`src/hdl/pagerank_delta_engine_core_assert.svh`:
```
// ----------------------------------------------------------------------------
// pagerank_delta_engine_core_assert
// Assertion macros for the delta PageRank engine; empty when SYNTHESIS is set.
// ----------------------------------------------------------------------------
`ifndef PAGERANK_DELTA_ENGINE_CORE_ASSERT_SVH
`define PAGERANK_DELTA_ENGINE_CORE_ASSERT_SVH

`ifndef SYNTHESIS
`define PDE_ASSERT_RST(lbl, clk, rst_n, prop) \
    lbl: assert property (@(posedge clk) disable iff (!rst_n) prop) \
        else $error("pde assertion failed");
`define PDE_ASSERT_ALWAYS(lbl, clk, prop) \
    lbl: assert property (@(posedge clk) prop) \
        else $error("pde assertion failed");
`else
`define PDE_ASSERT_RST(lbl, clk, rst_n, prop)
`define PDE_ASSERT_ALWAYS(lbl, clk, prop)
`endif

`endif

```
`src/hdl/pdelta_pkg.sv`:
```
// ----------------------------------------------------------------------------
// pdelta_pkg
// Shared types, opcodes, register indexes and reset values.
// ----------------------------------------------------------------------------
package pdelta_pkg;

    localparam int DEF_MAX_VERTICES  = 4096;
    localparam int DEF_FRACTION_BITS = 30;
    localparam int DEF_QUEUE_DEPTH   = 4;

    localparam int OPCODE_W  = 3;
    localparam int VERTEX_W  = 12;
    localparam int DEGREE_W  = 20;
    localparam int VALUE_W   = 32;
    localparam int CFG_W     = 31;
    localparam int CFG_IDX_W = 8;
    localparam int L1_W      = 40;
    localparam int DIV_STEPS = 32;

    localparam logic [OPCODE_W-1:0] OP_INIT  = 3'd0;
    localparam logic [OPCODE_W-1:0] OP_EDGE  = 3'd1;
    localparam logic [OPCODE_W-1:0] OP_APPLY = 3'd2;
    localparam logic [OPCODE_W-1:0] OP_END   = 3'd3;
    localparam logic [OPCODE_W-1:0] OP_READ  = 3'd4;

    localparam logic [CFG_IDX_W-1:0] CFG_DAMPING = 8'd0;
    localparam logic [CFG_IDX_W-1:0] CFG_SHARE   = 8'd1;
    localparam logic [CFG_IDX_W-1:0] CFG_RATIO   = 8'd2;
    localparam logic [CFG_IDX_W-1:0] CFG_BOUND   = 8'd3;

    localparam logic [CFG_W-1:0] RST_DAMPING = 31'd912680550;
    localparam logic [CFG_W-1:0] RST_SHARE   = 31'd262144;
    localparam logic [CFG_W-1:0] RST_RATIO   = 31'd10737418;
    localparam logic [CFG_W-1:0] RST_BOUND   = 31'd107;

    localparam logic [L1_W-1:0] L1_MAX = {L1_W{1'b1}};

    typedef enum logic [2:0] {
        K_INIT,
        K_EDGE,
        K_APPLY,
        K_END,
        K_READ,
        K_NOP
    } t_kind;

    typedef struct packed {
        t_kind               kind;
        logic [VERTEX_W-1:0] src;
        logic [VERTEX_W-1:0] dst;
        logic [DEGREE_W-1:0] deg;
    } t_item;

    typedef struct packed {
        logic  valid;
        t_item item;
    } t_head;

    typedef struct packed {
        logic                start;
        logic [VALUE_W-1:0]  dividend;
        logic [DEGREE_W-1:0] divisor;
    } t_div_req;

    typedef struct packed {
        logic               done;
        logic [VALUE_W-1:0] quotient;
    } t_div_rsp;

    typedef struct packed {
        logic signed [VALUE_W-1:0] rank_value;
        logic signed [VALUE_W-1:0] delta_value;
        logic                      is_active;
        logic [L1_W-1:0]           l1_norm;
        logic                      converged;
        logic                      error_flag;
    } t_result;

    function automatic t_kind classify(input logic [OPCODE_W-1:0] op);
        t_kind k;
        unique case (op)
            OP_INIT:  k = K_INIT;
            OP_EDGE:  k = K_EDGE;
            OP_APPLY: k = K_APPLY;
            OP_END:   k = K_END;
            OP_READ:  k = K_READ;
            default:  k = K_NOP;
        endcase
        return k;
    endfunction

endpackage

```
`src/hdl/pdelta_ifs.sv`:
```
// ----------------------------------------------------------------------------
// pdelta_ifs
// Valid/ready channel interfaces: command input, result output, config write.
// ----------------------------------------------------------------------------
interface pdelta_in_if;
    import pdelta_pkg::*;
    logic                valid;
    logic                ready;
    logic [OPCODE_W-1:0] opcode;
    logic [VERTEX_W-1:0] src_vertex;
    logic [VERTEX_W-1:0] dst_vertex;
    logic [DEGREE_W-1:0] out_degree;
    modport source (output valid, opcode, src_vertex, dst_vertex, out_degree, input ready);
    modport sink   (input valid, opcode, src_vertex, dst_vertex, out_degree, output ready);
endinterface


```
`src/hdl/pdelta_front.sv`:
```
// ----------------------------------------------------------------------------
// pdelta_front
// Accepts commands, reduces vertex indexes modulo the store depth, classifies
// the opcode and queues the item for the back end.
// ----------------------------------------------------------------------------
module pdelta_front #(
    parameter int MAX_VERTICES = pdelta_pkg::DEF_MAX_VERTICES,
    parameter int QUEUE_DEPTH  = pdelta_pkg::DEF_QUEUE_DEPTH
) (
    input  logic              i_clk,
    input  logic              i_rst_n,
    pdelta_in_if.sink         i_in,
    output pdelta_pkg::t_head o_head,
    input  logic              i_pop
);
    import pdelta_pkg::*;

    localparam int AW = $clog2(MAX_VERTICES);
    localparam int K  = VERTEX_W + AW;
    localparam logic [K:0] RECIP =
        (K+1)'(((64'd1 << K) + 64'(MAX_VERTICES) - 64'd1) / 64'(MAX_VERTICES));
    localparam int PW = $clog2(QUEUE_DEPTH);
    localparam int CW = $clog2(QUEUE_DEPTH + 1);

    function automatic logic [VERTEX_W-1:0] quo(input logic [VERTEX_W-1:0] v);
        logic [VERTEX_W+K:0] p;
        p = (VERTEX_W+K+1)'(v) * (VERTEX_W+K+1)'(RECIP);
        return p[K +: VERTEX_W];
    endfunction

    function automatic logic [VERTEX_W-1:0] rem(input logic [VERTEX_W-1:0] v,
                                                input logic [VERTEX_W-1:0] q);
        logic [VERTEX_W+AW:0] m;
        m = (VERTEX_W+AW+1)'(q) * (VERTEX_W+AW+1)'(MAX_VERTICES);
        return v - m[VERTEX_W-1:0];
    endfunction

    logic                r_s1_valid;
    logic [OPCODE_W-1:0] r_s1_op;
    logic [VERTEX_W-1:0] r_s1_src, r_s1_dst, r_s1_qs, r_s1_qd;
    logic [DEGREE_W-1:0] r_s1_deg;

    t_item               r_fifo [QUEUE_DEPTH];
    logic [PW-1:0]       r_wp, r_rp;
    logic [CW-1:0]       r_cnt;

    logic                w_full, w_push, w_take;
    t_item               w_item;

    assign w_full  = (r_cnt == CW'(QUEUE_DEPTH));
    assign w_push  = r_s1_valid && !w_full;
    assign i_in.ready = !r_s1_valid || w_push;
    assign w_take  = i_in.valid && i_in.ready;

    assign w_item.kind = classify(r_s1_op);
    assign w_item.src  = rem(r_s1_src, r_s1_qs);
    assign w_item.dst  = rem(r_s1_dst, r_s1_qd);
    assign w_item.deg  = r_s1_deg;

    assign o_head.valid = (r_cnt != '0);
    assign o_head.item  = r_fifo[r_rp];

    always_ff @(posedge i_clk) begin
        if (!i_rst_n) begin
            r_s1_valid <= 1'b0;
        end else if (i_in.ready) begin
            r_s1_valid <= i_in.valid;
        end
        if (w_take) begin
            r_s1_op  <= i_in.opcode;
            r_s1_src <= i_in.src_vertex;
            r_s1_dst <= i_in.dst_vertex;
            r_s1_deg <= i_in.out_degree;
            r_s1_qs  <= quo(i_in.src_vertex);
            r_s1_qd  <= quo(i_in.dst_vertex);
        end
    end

    always_ff @(posedge i_clk) begin
        if (!i_rst_n) begin
            r_wp  <= '0;
            r_rp  <= '0;
            r_cnt <= '0;
        end else begin
            if (w_push) begin
                r_wp <= (r_wp == PW'(QUEUE_DEPTH - 1)) ? '0 : r_wp + 1'b1;
            end
            if (i_pop) begin
                r_rp <= (r_rp == PW'(QUEUE_DEPTH - 1)) ? '0 : r_rp + 1'b1;
            end
            if (w_push && !i_pop) begin
                r_cnt <= r_cnt + 1'b1;
            end else if (!w_push && i_pop) begin
                r_cnt <= r_cnt - 1'b1;
            end
        end
    end

    always_ff @(posedge i_clk) begin
        if (w_push) begin
            r_fifo[r_wp] <= w_item;
        end
    end

endmodule

```
`src/flat_wrapper.sv`:
```
// flat-port wrapper written by rule: the top's interface ports become plain ports
module pdelta_front_flat import pdelta_pkg::*;
#(
    parameter int MAX_VERTICES = pdelta_pkg::DEF_MAX_VERTICES,
    parameter int QUEUE_DEPTH  = pdelta_pkg::DEF_QUEUE_DEPTH
)
  (i_clk, i_rst_n, o_head, i_pop, i_in_valid, i_in_opcode, i_in_src_vertex, i_in_dst_vertex, i_in_out_degree, i_in_ready);
  pdelta_in_if i_in_i ();
  input  logic i_clk;
  input  logic i_rst_n;
  output pdelta_pkg::t_head o_head;
  input  logic i_pop;
  input wire logic [$bits(i_in_i.valid)-1:0] i_in_valid;
  input wire logic [$bits(i_in_i.opcode)-1:0] i_in_opcode;
  input wire logic [$bits(i_in_i.src_vertex)-1:0] i_in_src_vertex;
  input wire logic [$bits(i_in_i.dst_vertex)-1:0] i_in_dst_vertex;
  input wire logic [$bits(i_in_i.out_degree)-1:0] i_in_out_degree;
  output wire logic [$bits(i_in_i.ready)-1:0] i_in_ready;
  assign i_in_i.valid = i_in_valid;
  assign i_in_i.opcode = i_in_opcode;
  assign i_in_i.src_vertex = i_in_src_vertex;
  assign i_in_i.dst_vertex = i_in_dst_vertex;
  assign i_in_i.out_degree = i_in_out_degree;
  assign i_in_ready = i_in_i.ready;
  pdelta_front #(.MAX_VERTICES(MAX_VERTICES), .QUEUE_DEPTH(QUEUE_DEPTH)) u_core (.i_clk(i_clk), .i_rst_n(i_rst_n), .i_in(i_in_i), .o_head(o_head), .i_pop(i_pop));
endmodule
```
`config.mk`:
```
export PLATFORM = sky130hd
export DESIGN_NAME = pdelta_front_flat
export DESIGN_NICKNAME = d
export VERILOG_FILES = /design/src/hdl/pagerank_delta_engine_core_assert.svh /design/src/hdl/pdelta_pkg.sv /design/src/hdl/pdelta_ifs.sv /design/src/hdl/pdelta_front.sv /design/src/flat_wrapper.sv
export SDC_FILE = /design/constraint.sdc
export NUM_CORES = 1
export LEC_CHECK = 0
export ABC_CLOCK_PERIOD_IN_PS = 3350
export BUFFER_PORTS_ARGS = -buffer_cell sky130_fd_sc_hd__clkbuf_2
export CAP_MARGIN = 20
export CELL_PAD_IN_SITES_DETAIL_PLACEMENT = 0
export CELL_PAD_IN_SITES_GLOBAL_PLACEMENT = 1
export CORE_MARGIN = 5
export CORE_UTILIZATION = 40
export CTS_CLUSTER_DIAMETER = 120
export DETAILED_ROUTE_END_ITERATION = 8
export PLACE_DENSITY = 0.69
export SLEW_MARGIN = 20
export SYNTH_ARGS = -nofsm -noshare
export SYNTH_HDL_FRONTEND = slang
export SYNTH_SLANG_ARGS = --single-unit
```
`constraint.sdc`:
```
create_clock -name i_clk -period 3.35 [get_ports i_clk]
set_clock_uncertainty 0.2 [all_clocks]
set_input_delay 0.1675 -clock i_clk [delete_from_list [all_inputs] [get_ports i_clk]]
set_output_delay 0.1675 -clock i_clk [all_outputs]
set_load 0.03 [all_outputs]
```
==> impl_metrics.yaml, run 1 <==
clock_tree:
  cts.htree.levels: 1
  cts.sink_count: 245
  tritoncts: "yes"
  post_cts.repair.setup_buffers: 0
  path_clk_slew_ns: 0.06
  postCtsResizedCells: 0
  clock_path_buffers: 3
  clk_latency_ns: 0.51
  cts_hold_repair.buffers: 51
  cts-buffers-inserted: 26
  cts-root-buf: "sky130_fd_sc_hd__clkbuf_16"
timing:
  min_period_ns: 2.68
  finalSetupTns_ns: 0
  final-setup-viol-count: 0
  hold_violations: 0
  min_period_over_period: 0.800
  timing.slew.headroom: 0.504
  max_freq_mhz: 373
  final-max-slew-violation-count: 0
  grt_setup_unrepaired: "no"
  tightest_slew_ns: 0.745
cells_and_area:
  area_growth_syn_to_layout_pct: 25.6
  n_fill_cell: 1693
  final_layout_size_suffix_gt1_frac: 0.367
  final_nets: 585
  insertedDiodeCount: 0
  finish.instance_area_mm2: 0.0110
  finalCoreUtilization: 0.507
worst_setup_path:
  reg2reg_from: "u_core.r_cnt[0]$_SDFFE_PN0P_"
  r2r-end: "u_core.r_cnt[2]$_SDFFE_PN0P_"
  critPathSlowestCell: "sky130_fd_sc_hd__dfxtp_4"
  cp_data_required_time_ns: 2.98
  critical_path_type: "reg2out"
  timing.critical_path.cells: "buf_4 -> mux4_2 -> clkbuf_2"
  rr_worst_depth: 8
  worstPathBufferInverterCount: 2
  ff2ff_setup_slack_ns: 0.71
  setup_crit_start_kind: "flop"
  crit_path_max_incr_delay_ns: 0.66
  critical-path-top-delay-family: "flip-flops"
  worst-endpoint-arrival_ns: 2.31
  category_of_the_worst_setup_path_capture_point: "primary output"
  worstPathMaxFanout: 23
yosys:
  synth.top_cells.by_area: "sky130_fd_sc_hd__edfxtp_1 81%, sky130_fd_sc_hd__mux4_2 12%, sky130_fd_sc_hd__dfxtp_1 2.3%"
  yosys.cell_count.top_type: "sky130_fd_sc_hd__edfxtp_1"
  synth_area_per_cell_um2: 25.1
  post-synth-top-area-fraction: 0.806
  yosys-top-cells-count: "235 x sky130_fd_sc_hd__edfxtp_1, 47 x sky130_fd_sc_hd__mux4_2, 10 x sky130_fd_sc_hd__dfxtp_1"
  ys_ff_latch: 245
  synth_enable_flop_cells: 235
  syn-num-nets: 406
  synthCells: 348
  yosys_most_used_dff: "sky130_fd_sc_hd__edfxtp_1"
  yosys.cell_types.count: 27
  async_reset_ff_frac: 0
  ys.warnings.count: 0
  synth_sequential_area_ratio: 0.829
  syn-cell-area_mm2: 0.00875
  cell_taking_the_most_area_after_synthesis: "sky130_fd_sc_hd__edfxtp_1"
global_routing:
  grt_first_pass_wirelength_um: 25000
  initial_antenna_violation_count: 0
  globalRoute.totalOverflow: 0
  grt_max_degree: 48
  grt_use_total: 0.131
  first_global_vias: 4455
flow_run:
  total_of_max_cap_violations: 0
place:
  placement.io_buffers: 99
  placed_area_mm2: 0.00965
  globalplace.congestion: 0.682
  dp_hpwl_um: 9460
drt:
  drcViolationCount: 0
  drt_pass1_iterations: 4
  routed_wire_length_per_instance_um: 19.7
  dr.first_iter.drc_count: 161
  antenna_violating_nets_post_route: 0
  drt-total-wl_um: 16300
  via_count: 4032
  routed_via_density: 4.89
hold_path:
  timing.hold.worst.class: "in2reg"
  holdPathEnd: "u_core.r_s1_dst[7]$_DFFE_PP_"
  worstHoldStart: "i_in_dst_vertex[7]"
  timing.hold.worst_path_depth: 2
power_and_ir_drop:
  clock_network_power_share: 0.393
  pwrdens_mw_per_mm2: 642
  post-layout-total-power_w: 0.00705
  irDropWorstVdd_mv: 0.436
  cellLeakagePower_nw: 3.77
  internal_power_w: 0.00548
  share_comb_of_total_power: 0.094
  p_seq_frac: 0.512
  p_sw_frac: 0.223
  p_switching_w: 0.00157
run_status:
  outcome: "finished, final reports clean"
floorplan:
  rows: 54
  die_w_um: 158
  io_pins: 100
  chipHeight_um: 158
  core_area_mm2: 0.0217
  die_area_mm2: 0.0249
  floorplan.initialDensity: 0.403
-- power groups by stage --
stage	clock network [W]	logic [W]	registers (W)
finish	0.00277	0.000666	0.00361
global route	0.00297	0.000715	0.00363
CTS	0.00284	0.000681	0.00362
detailed placement	0	0.000631	0.00368
global placement	0	0.000620	0.00367
floorplan	0	0.000451	0.00364
-- how the worst max path moves through the flow --
stage / slack, ns / endpoint / cells after the start / from
floorplan: 0.74 / u_core.r_s1_deg[0]$_DFFE_PP_ / 2 / u_core.r_cnt[0]$_SDFFE_PN0P_
global placement: 0.94 / u_core.r_cnt[2]$_SDFFE_PN0P_ / 8 / u_core.r_cnt[0]$_SDFFE_PN0P_
detailed placement: 0.73 / u_core.r_cnt[2]$_SDFFE_PN0P_ / 8 / u_core.r_cnt[0]$_SDFFE_PN0P_
CTS: 0.56 / o_head[6] / 3 / flop
global route: 0.50 / o_head[15] / 3 / flop
finish: 0.67 / o_head[14] / 3 / flop
-- cell usage in the layout, fill, tap and decap left out, types with 6 or more instances in the layout --
cell | Yosys | final
sky130_fd_sc_hd__ha_1 | 6 | 6
sky130_fd_sc_hd__clkbuf_2 | 0 | 99
sky130_fd_sc_hd__clkbuf_1 | 3 | 6
sky130_fd_sc_hd__clkbuf_16 | 0 | 27
sky130_fd_sc_hd__edfxtp_1 | 235 | 235
sky130_fd_sc_hd__mux4_2 | 47 | 47
sky130_fd_sc_hd__buf_4 | 1 | 10
sky130_fd_sc_hd__dlygate4sd3_1 | 0 | 51
sky130_fd_sc_hd__dfxtp_1 | 10 | 8
sky130_fd_sc_hd__clkinv_1 | 0 | 7
-- per-layer routing --
layer,global-route usage,vias to the layer above,wire length [µm]
met5,0,-,0
met1,0.169,2087,6800
met4,0.0270,0,221
met2,0.229,117,8230
li1,-,1806,-
met3,0.0301,22,1020
-- metrics by stage --
step	hold slack, ns	setup slack (ns)	instances
2_1_floorplan	0.0664	0.737	348
3_3_place_gp	0.144	0.943	728
3_5_place_dp	0.147	0.734	728
4_1_cts	0.148	0.562	825
5_1_grt	0.158	0.498	825
6_report	0.172	0.671	825
-- registers in the layout, summed over array words and instances, names as in the netlist, named ones only --
register / flops
u_core.r_s1_op: 3
u_core.r_s1_valid: 1
u_core.r_rp: 2
u_core.r_cnt: 3
u_core.r_s1_dst: 12
u_core.r_fifo: 188
u_core.r_s1_deg: 20
u_core.r_s1_src: 12
u_core.r_wp: 2
-- kinds of logic after synthesis --
family | count (synthesis) | share of synthesized area
AO/OA/AOI/OAI | 7 | 0.00572
XOR/XNOR | 2 | 0.00200
buffers and inverters | 17 | 0.0147
adder cells (fa/ha/maj) | 7 | 0.0109
AND/OR/NAND/NOR | 19 | 0.0119
flip-flops | 245 | 0.829
multiplexers | 51 | 0.126
-- final cells by class --
cell class / count / area (µm²) / share of cell area
well taps: 280 / 350 / 0.0319
flip-flops and latches: 245 / 7260 / 0.661
inverters: 5 / 18.8 / 0.00171
repair buffers: 163 / 1140 / 0.104
multi-input cells: 86 / 1390 / 0.126
clock inverters: 13 / 134 / 0.0122
clock buffers: 33 / 698 / 0.0635
Power figures use the tool's default switching activity.
==> run 2, diff against run 1 <==
Settings changed: ABC_AREA from default to 1, ABC_CLOCK_PERIOD_IN_PS 3350 to 2770, PLACE_DENSITY 0.69 to 0.68.
Clock period 3.35 ns to 2.77 ns, I/O delays scaled along.
==> run 2 against run 1 <==
Against the previous run: global-route usage rose by 1.1 points; die area rose by 6.1%; first-iteration DRC count rose by 130%; clock power rose by 29%; sequential cell count did not move; critical path type unchanged; critical endpoint is now o_head[45]; largest cell class unchanged; largest power group unchanged.
==> impl_metrics.yaml, run 2 <==
timing:
  min_period_over_period: 0.918
  finalSetupTns_ns: 0
  hold_violations: 0
  final-setup-viol-count: 0
  max_freq_mhz: 393
  final-max-slew-violation-count: 0
  fin_worst_hold_slack_ns: 0.141
  grt_setup_unrepaired: "no"
  min_period_ns: 2.54
  tightest_slew_ns: 0.487
  timing.slew.headroom: 0.675
cells_and_area:
  final_nets: 796
  largest_reg_flops: 188
  layout_commonest_cell: "sky130_fd_sc_hd__edfxtp_1"
  regMostFlops: "u_core.r_fifo"
  biggestRegsByFlops: "u_core.r_fifo: 188 flops, u_core.r_s1_deg: 20 flops"
  top_library_cells_by_usage_in_the_layout_fill_and_taps_aside: "235 x sky130_fd_sc_hd__edfxtp_1, 99 x sky130_fd_sc_hd__clkbuf_2, 84 x sky130_fd_sc_hd__o21ai_0, 79 x sky130_fd_sc_hd__nor2_1, 51 x sky130_fd_sc_hd__dlygate4sd3_1"
  finish.instance_area_mm2: 0.0117
  area_growth_syn_to_layout_pct: 25.5
  final_layout_size_suffix_gt1_frac: 0.288
  n_fill_cell: 1874
  insertedDiodeCount: 0
global_routing:
  globalRoute.totalOverflow: 0
  first_global_vias: 5316
  grt_max_degree: 69
  initial_antenna_violation_count: 0
  grt_first_pass_wirelength_um: 29600
  grt_use_total: 0.142
worst_setup_path:
  setup_crit_start_kind: "flop"
  r2r-end: "u_core.r_cnt[1]$_SDFFE_PN0P_"
  category_of_the_worst_setup_path_capture_point: "primary output"
  cp_data_required_time_ns: 2.43
  worstPathMaxFanout: 29
  setup.worst_path.end: "o_head[45]"
  critical_path_type: "reg2out"
  reg2reg_from: "u_core.r_cnt[0]$_SDFFE_PN0P_"
  worst-endpoint-arrival_ns: 2.21
  rr_worst_depth: 9
  ff2ff_setup_slack_ns: 0.72
floorplan:
  die_area_mm2: 0.0265
  chipHeight_um: 163
  floorplan.initialDensity: 0.409
  die_w_um: 163
  core_area_mm2: 0.0228
  io_pins: 100
  rows: 55
clock_tree:
  post_cts.repair.setup_buffers: 0
  path_clk_slew_ns: 0.06
  cts-root-buf: "sky130_fd_sc_hd__clkbuf_16"
  clk_latency_ns: 0.51
  postCtsResizedCells: 0
  tritoncts: "yes"
  cts.sink_count: 245
  cts.htree.levels: 1
  clock_path_buffers: 3
  cts-buffers-inserted: 26
  cts_hold_repair.buffers: 51
drt:
  routed_wire_length_per_instance_um: 17.6
  drt_pass1_iterations: 4
  drcViolationCount: 0
  dr.first_iter.drc_count: 365
  drt-total-wl_um: 18800
  routed_via_density: 4.83
  via_count: 5170
  antenna_violating_nets_post_route: 0
yosys:
  yosys-top-cells-count: "235 x sky130_fd_sc_hd__edfxtp_1, 84 x sky130_fd_sc_hd__o21ai_0, 83 x sky130_fd_sc_hd__nor2_1"
  yosys_most_used_dff: "sky130_fd_sc_hd__edfxtp_1"
  synth_sequential_area_ratio: 0.779
  synth_enable_flop_cells: 235
  post-synth-top-area-fraction: 0.757
  yosys.cell_types.count: 26
  synthCells: 576
  async_reset_ff_frac: 0
  synth_area_per_cell_um2: 16.2
  ys_ff_latch: 245
  cell_taking_the_most_area_after_synthesis: "sky130_fd_sc_hd__edfxtp_1"
  synth.top_cells.by_area: "sky130_fd_sc_hd__edfxtp_1 76%, sky130_fd_sc_hd__o21ai_0 4.5%, sky130_fd_sc_hd__o22ai_2 3.6%"
  ys.warnings.count: 0
  syn-cell-area_mm2: 0.00932
  yosys.cell_count.top_type: "sky130_fd_sc_hd__edfxtp_1"
  syn-num-nets: 634
place:
  dp_hpwl_um: 11200
  placement.io_buffers: 99
  placed_area_mm2: 0.0103
  globalplace.congestion: 0.741
power_and_ir_drop:
  irDropWorstVdd_mv: 0.525
  pwrdens_mw_per_mm2: 760
  cellLeakagePower_nw: 4.10
  post-layout-total-power_w: 0.00889
flow_run:
  total_of_max_cap_violations: 0
hold_path:
  timing.hold.worst.class: "in2reg"
run_status:
  outcome: "finished, final reports clean"
run 2: cell count changes after synthesis, moves of 5 or more:
cell,before,now
sky130_fd_sc_hd__mux4_2,47,0
sky130_fd_sc_hd__nor2_1,2,83
sky130_fd_sc_hd__inv_1,5,16
sky130_fd_sc_hd__buf_2,4,9
sky130_fd_sc_hd__nor2_4,0,27
sky130_fd_sc_hd__o21ai_0,1,84
sky130_fd_sc_hd__nand2_1,4,11
sky130_fd_sc_hd__o21ai_1,0,10
sky130_fd_sc_hd__clkbuf_1,3,13
sky130_fd_sc_hd__o22ai_2,0,27
sky130_fd_sc_hd__o22ai_1,0,20
sky130_fd_sc_hd__and2_1,5,0
run 2: cell type report:
class                      instances  area (µm²)  share of cell area
sequential                       245        7260               0.621
multi-input combinational        282        1800               0.154
timing repair buffer             165        1280               0.110
clock buffer                      34         702              0.0600
tap                              313         392              0.0335
clock inverter                    13         194              0.0166
inverter                          18        70.1             0.00599
run 2: critical path: stages, from the launching register on:
cell and delay, ns:
sky130_fd_sc_hd__dfxtp_2 0.61, sky130_fd_sc_hd__buf_4 0.41, sky130_fd_sc_hd__o21ai_0 0.25, sky130_fd_sc_hd__o22ai_2 0.19, sky130_fd_sc_hd__clkbuf_2 0.23
run 2: metal layers:
layer  global-route usage  part of all wire  up-vias
met5                    0                 0        -
met4               0.0377             0.020        0
met3               0.0202             0.042       28
met2                0.242              0.49      114
met1                0.192              0.45     2548
li1                     -                 -     2480
run 2: cells by family (layout without fill, tap and decap cells):
| logic type | Yosys count | count (layout) | synth area share |
|---|---|---|---|
| and+or+nand+nor | 126 | 126 | 0.0736 |
| adders and majority gates | 7 | 7 | 0.0102 |
| DFF | 245 | 245 | 0.779 |
| AOI/OAI and AO/OA | 149 | 149 | 0.106 |
| buffers and inverters | 49 | 230 | 0.0318 |
run 2: how the worst min path moves through the flow:
stage	start	end	slack, ns	cells past startpoint
after global placement	i_in_out_degree[14]	u_core.r_s1_deg[14]$_DFFE_PP_	0.12	1
after global routing	i_in_src_vertex[2]	u_core.r_s1_src[2]$_DFFE_PP_	0.13	2
final	i_in_out_degree[7]	u_core.r_s1_deg[7]$_DFFE_PP_	0.14	2
after CTS	i_in_out_degree[7]	u_core.r_s1_deg[7]$_DFFE_PP_	0.12	2
after detailed placement	i_in_out_degree[7]	u_core.r_s1_deg[7]$_DFFE_PP_	0.12	1
after floorplan	i_in_out_degree[0]	u_core.r_s1_deg[0]$_DFFE_PP_	0.04	0
run 2: through the flow:
stage               setup slack (ns)  utilization  std cells
floorplan                     -0.541            -        576
global placement               0.758        0.452        972
detailed placement             0.688        0.452        972
CTS                            0.150        0.514       1070
global route                  0.0684        0.514       1070
finish                         0.226        0.514       1070
run 2: power by group:
group | total [W] | switching, W | internal [W]
Combinational | 0.000976 | 0.000651 | 0.000326
Sequential | 0.00435 | 0.0000959 | 0.00425
Clock | 0.00357 | 0.00132 | 0.00225
Total | 0.00889 | 0.00207 | 0.00682
==> run 3, diff against run 2 <==
Settings changed: ABC_AREA 1 to 0, PLACE_DENSITY 0.68 to 0.66.
==> run 3 against run 2 <==
Against the previous run: non-clock buffer count stayed put; first-iteration DRC count is 45% lower; die area is 5.7% lower; combinational power is 16% lower; routed wire length is 15% lower; maximum frequency is 4.5% higher; hold slack worse by 0.013 ns; global-route usage is 1.1 points lower; clock power is 1% higher; core utilization is 0.37 points lower; critical path depth is 1 lower; power is 1.2% lower; critical path type unchanged; largest power group unchanged.
==> impl_metrics.yaml, run 3 (synthesis results as in run 1) <==
place:
  place_worst_setup_slack_ns: 0.369
  placement.io_buffers: 99
  dp_hpwl_um: 9290
  globalplace.congestion: 0.686
worst_setup_path:
  category_of_the_worst_setup_path_capture_point: "primary output"
  critical_path_type: "reg2out"
  cp_data_required_time_ns: 2.43
  setup_crit_start_kind: "flop"
  worst-endpoint-arrival_ns: 2.10
  worstPathMaxFanout: 17
power_and_ir_drop:
  clock_network_power_share: 0.411
  internal_power_w: 0.00687
  p_sw_frac: 0.218
  share_comb_of_total_power: 0.094
  cellLeakagePower_nw: 3.81
  irDropWorstVdd_mv: 0.487
  pwrdens_mw_per_mm2: 795
  post-layout-total-power_w: 0.00879
  p_seq_frac: 0.495
  p_switching_w: 0.00191
clock_tree:
  clock_path_buffers: 3
  post_cts.repair.setup_buffers: 0
  cts-buffers-inserted: 26
  cts.sink_count: 245
  cts-root-buf: "sky130_fd_sc_hd__clkbuf_16"
  clk_latency_ns: 0.52
  cts.htree.levels: 1
  postCtsResizedCells: 0
  tritoncts: "yes"
  cts_hold_repair.buffers: 51
  path_clk_slew_ns: 0.06
floorplan:
  floorplan.initialDensity: 0.403
  die_w_um: 158
  chipHeight_um: 158
  rows: 54
  io_pins: 100
  core_area_mm2: 0.0217
  die_area_mm2: 0.0249
timing:
  min_period_ns: 2.44
  max_freq_mhz: 411
  fin_ws_ns: 0.335
  min_period_over_period: 0.879
  finalSetupTns_ns: 0
  final-max-slew-violation-count: 0
  hold_violations: 0
  grt_setup_unrepaired: "no"
  timing.slew.headroom: 0.641
  tightest_slew_ns: 0.539
  final-setup-viol-count: 0
cells_and_area:
  final_nets: 587
  insertedDiodeCount: 0
  biggestRegsByFlops: "u_core.r_fifo: 188 flops, u_core.r_s1_deg: 20 flops"
  regMostFlops: "u_core.r_fifo"
  top_library_cells_by_usage_in_the_layout_fill_and_taps_aside: "235 x sky130_fd_sc_hd__edfxtp_1, 99 x sky130_fd_sc_hd__clkbuf_2, 51 x sky130_fd_sc_hd__dlygate4sd3_1, 47 x sky130_fd_sc_hd__mux4_2, 26 x sky130_fd_sc_hd__clkbuf_16"
  area_growth_syn_to_layout_pct: 26.4
  layout_commonest_cell: "sky130_fd_sc_hd__edfxtp_1"
  final_layout_size_suffix_gt1_frac: 0.375
  largest_reg_flops: 188
run_status:
  outcome: "finished, final reports clean"
drt:
  antenna_violating_nets_post_route: 0
  via_count: 4059
  routed_via_density: 4.90
  routed_wire_length_per_instance_um: 19.2
  dr.first_iter.drc_count: 202
  drt-total-wl_um: 15900
  drcViolationCount: 0
  drt_pass1_iterations: 4
flow_run:
  total_of_max_cap_violations: 0
global_routing:
  grt_use_total: 0.131
  grt_max_degree: 33
  first_global_vias: 4416
  globalRoute.totalOverflow: 0
  initial_antenna_violation_count: 0
  grt_first_pass_wirelength_um: 24800
hold_path:
  timing.hold.worst.class: "in2reg"
==> run 3: cell types whose count changed in the layout (fill, tap and decap cells not counted), moves of 12 or more <==
cell                      previous run  this run
sky130_fd_sc_hd__nor2_1             79         2
sky130_fd_sc_hd__buf_12             13         1
sky130_fd_sc_hd__o21ai_0            84         1
sky130_fd_sc_hd__buf_4               2        14
sky130_fd_sc_hd__o22ai_1            20         0
sky130_fd_sc_hd__o22ai_2            27         0
sky130_fd_sc_hd__nor2_4             31         0
sky130_fd_sc_hd__mux4_2              0        47
==> run 3: power by group through the flow <==
stage	registers, W	clock network [W]	logic, W
final	0.00435	0.00361	0.000823
after global routing	0.00437	0.00390	0.000888
after CTS	0.00435	0.00372	0.000847
after detailed placement	0.00443	0	0.000786
after global placement	0.00441	0	0.000779
after floorplan	0.00440	0	0.000545
==> run 3: worst max-delay path, stage by stage, from the launching register on <==
cell	delay (ns)
sky130_fd_sc_hd__dfxtp_4	0.43
sky130_fd_sc_hd__buf_4	0.37
sky130_fd_sc_hd__mux4_2	0.57
sky130_fd_sc_hd__clkbuf_2	0.20
==> run 3: routing by layer <==
| layer | part of all wire | track usage |
|---|---|---|
| met3 | 0.056 | 0.0271 |
| met4 | 0.020 | 0.0336 |
| met1 | 0.43 | 0.175 |
| met5 | 0 | 0 |
| met2 | 0.50 | 0.221 |
==> run 3: layout make-up <==
cell class / count / area, µm²
clock buffers: 32 / 673
well taps: 280 / 350
multi-input cells: 86 / 1390
fillers: 1726 / 10600
flip-flops and latches: 245 / 7260
inverters: 5 / 18.8
repair buffers: 165 / 1130
clock inverters: 16 / 238
==> run 3: path summary, 6_finish.rpt <==
check,from,end,slack [ns],cells past startpoint
min reg2reg,u_core.r_s1_dst[8]$_DFFE_PP_,u_core.r_fifo[1][28]$_DFFE_PP_,0.30,0
min,i_in_src_vertex[0],u_core.r_s1_src[0]$_DFFE_PP_,0.13,2
max reg2reg,u_core.r_cnt[0]$_SDFFE_PN0P_,u_core.r_cnt[2]$_SDFFE_PN0P_,0.38,8
max,flop,o_head[13],0.33,3
==> run 3: through the flow <==
stage	utilization	instances	instance area [µm²]	hold WS, ns
floorplan	-	348	8760	0.0374
global placement	0.444	730	9640	0.115
detailed placement	0.444	730	9640	0.117
CTS	0.510	829	11100	0.102
global route	0.510	829	11100	0.110
finish	0.510	829	11100	0.127
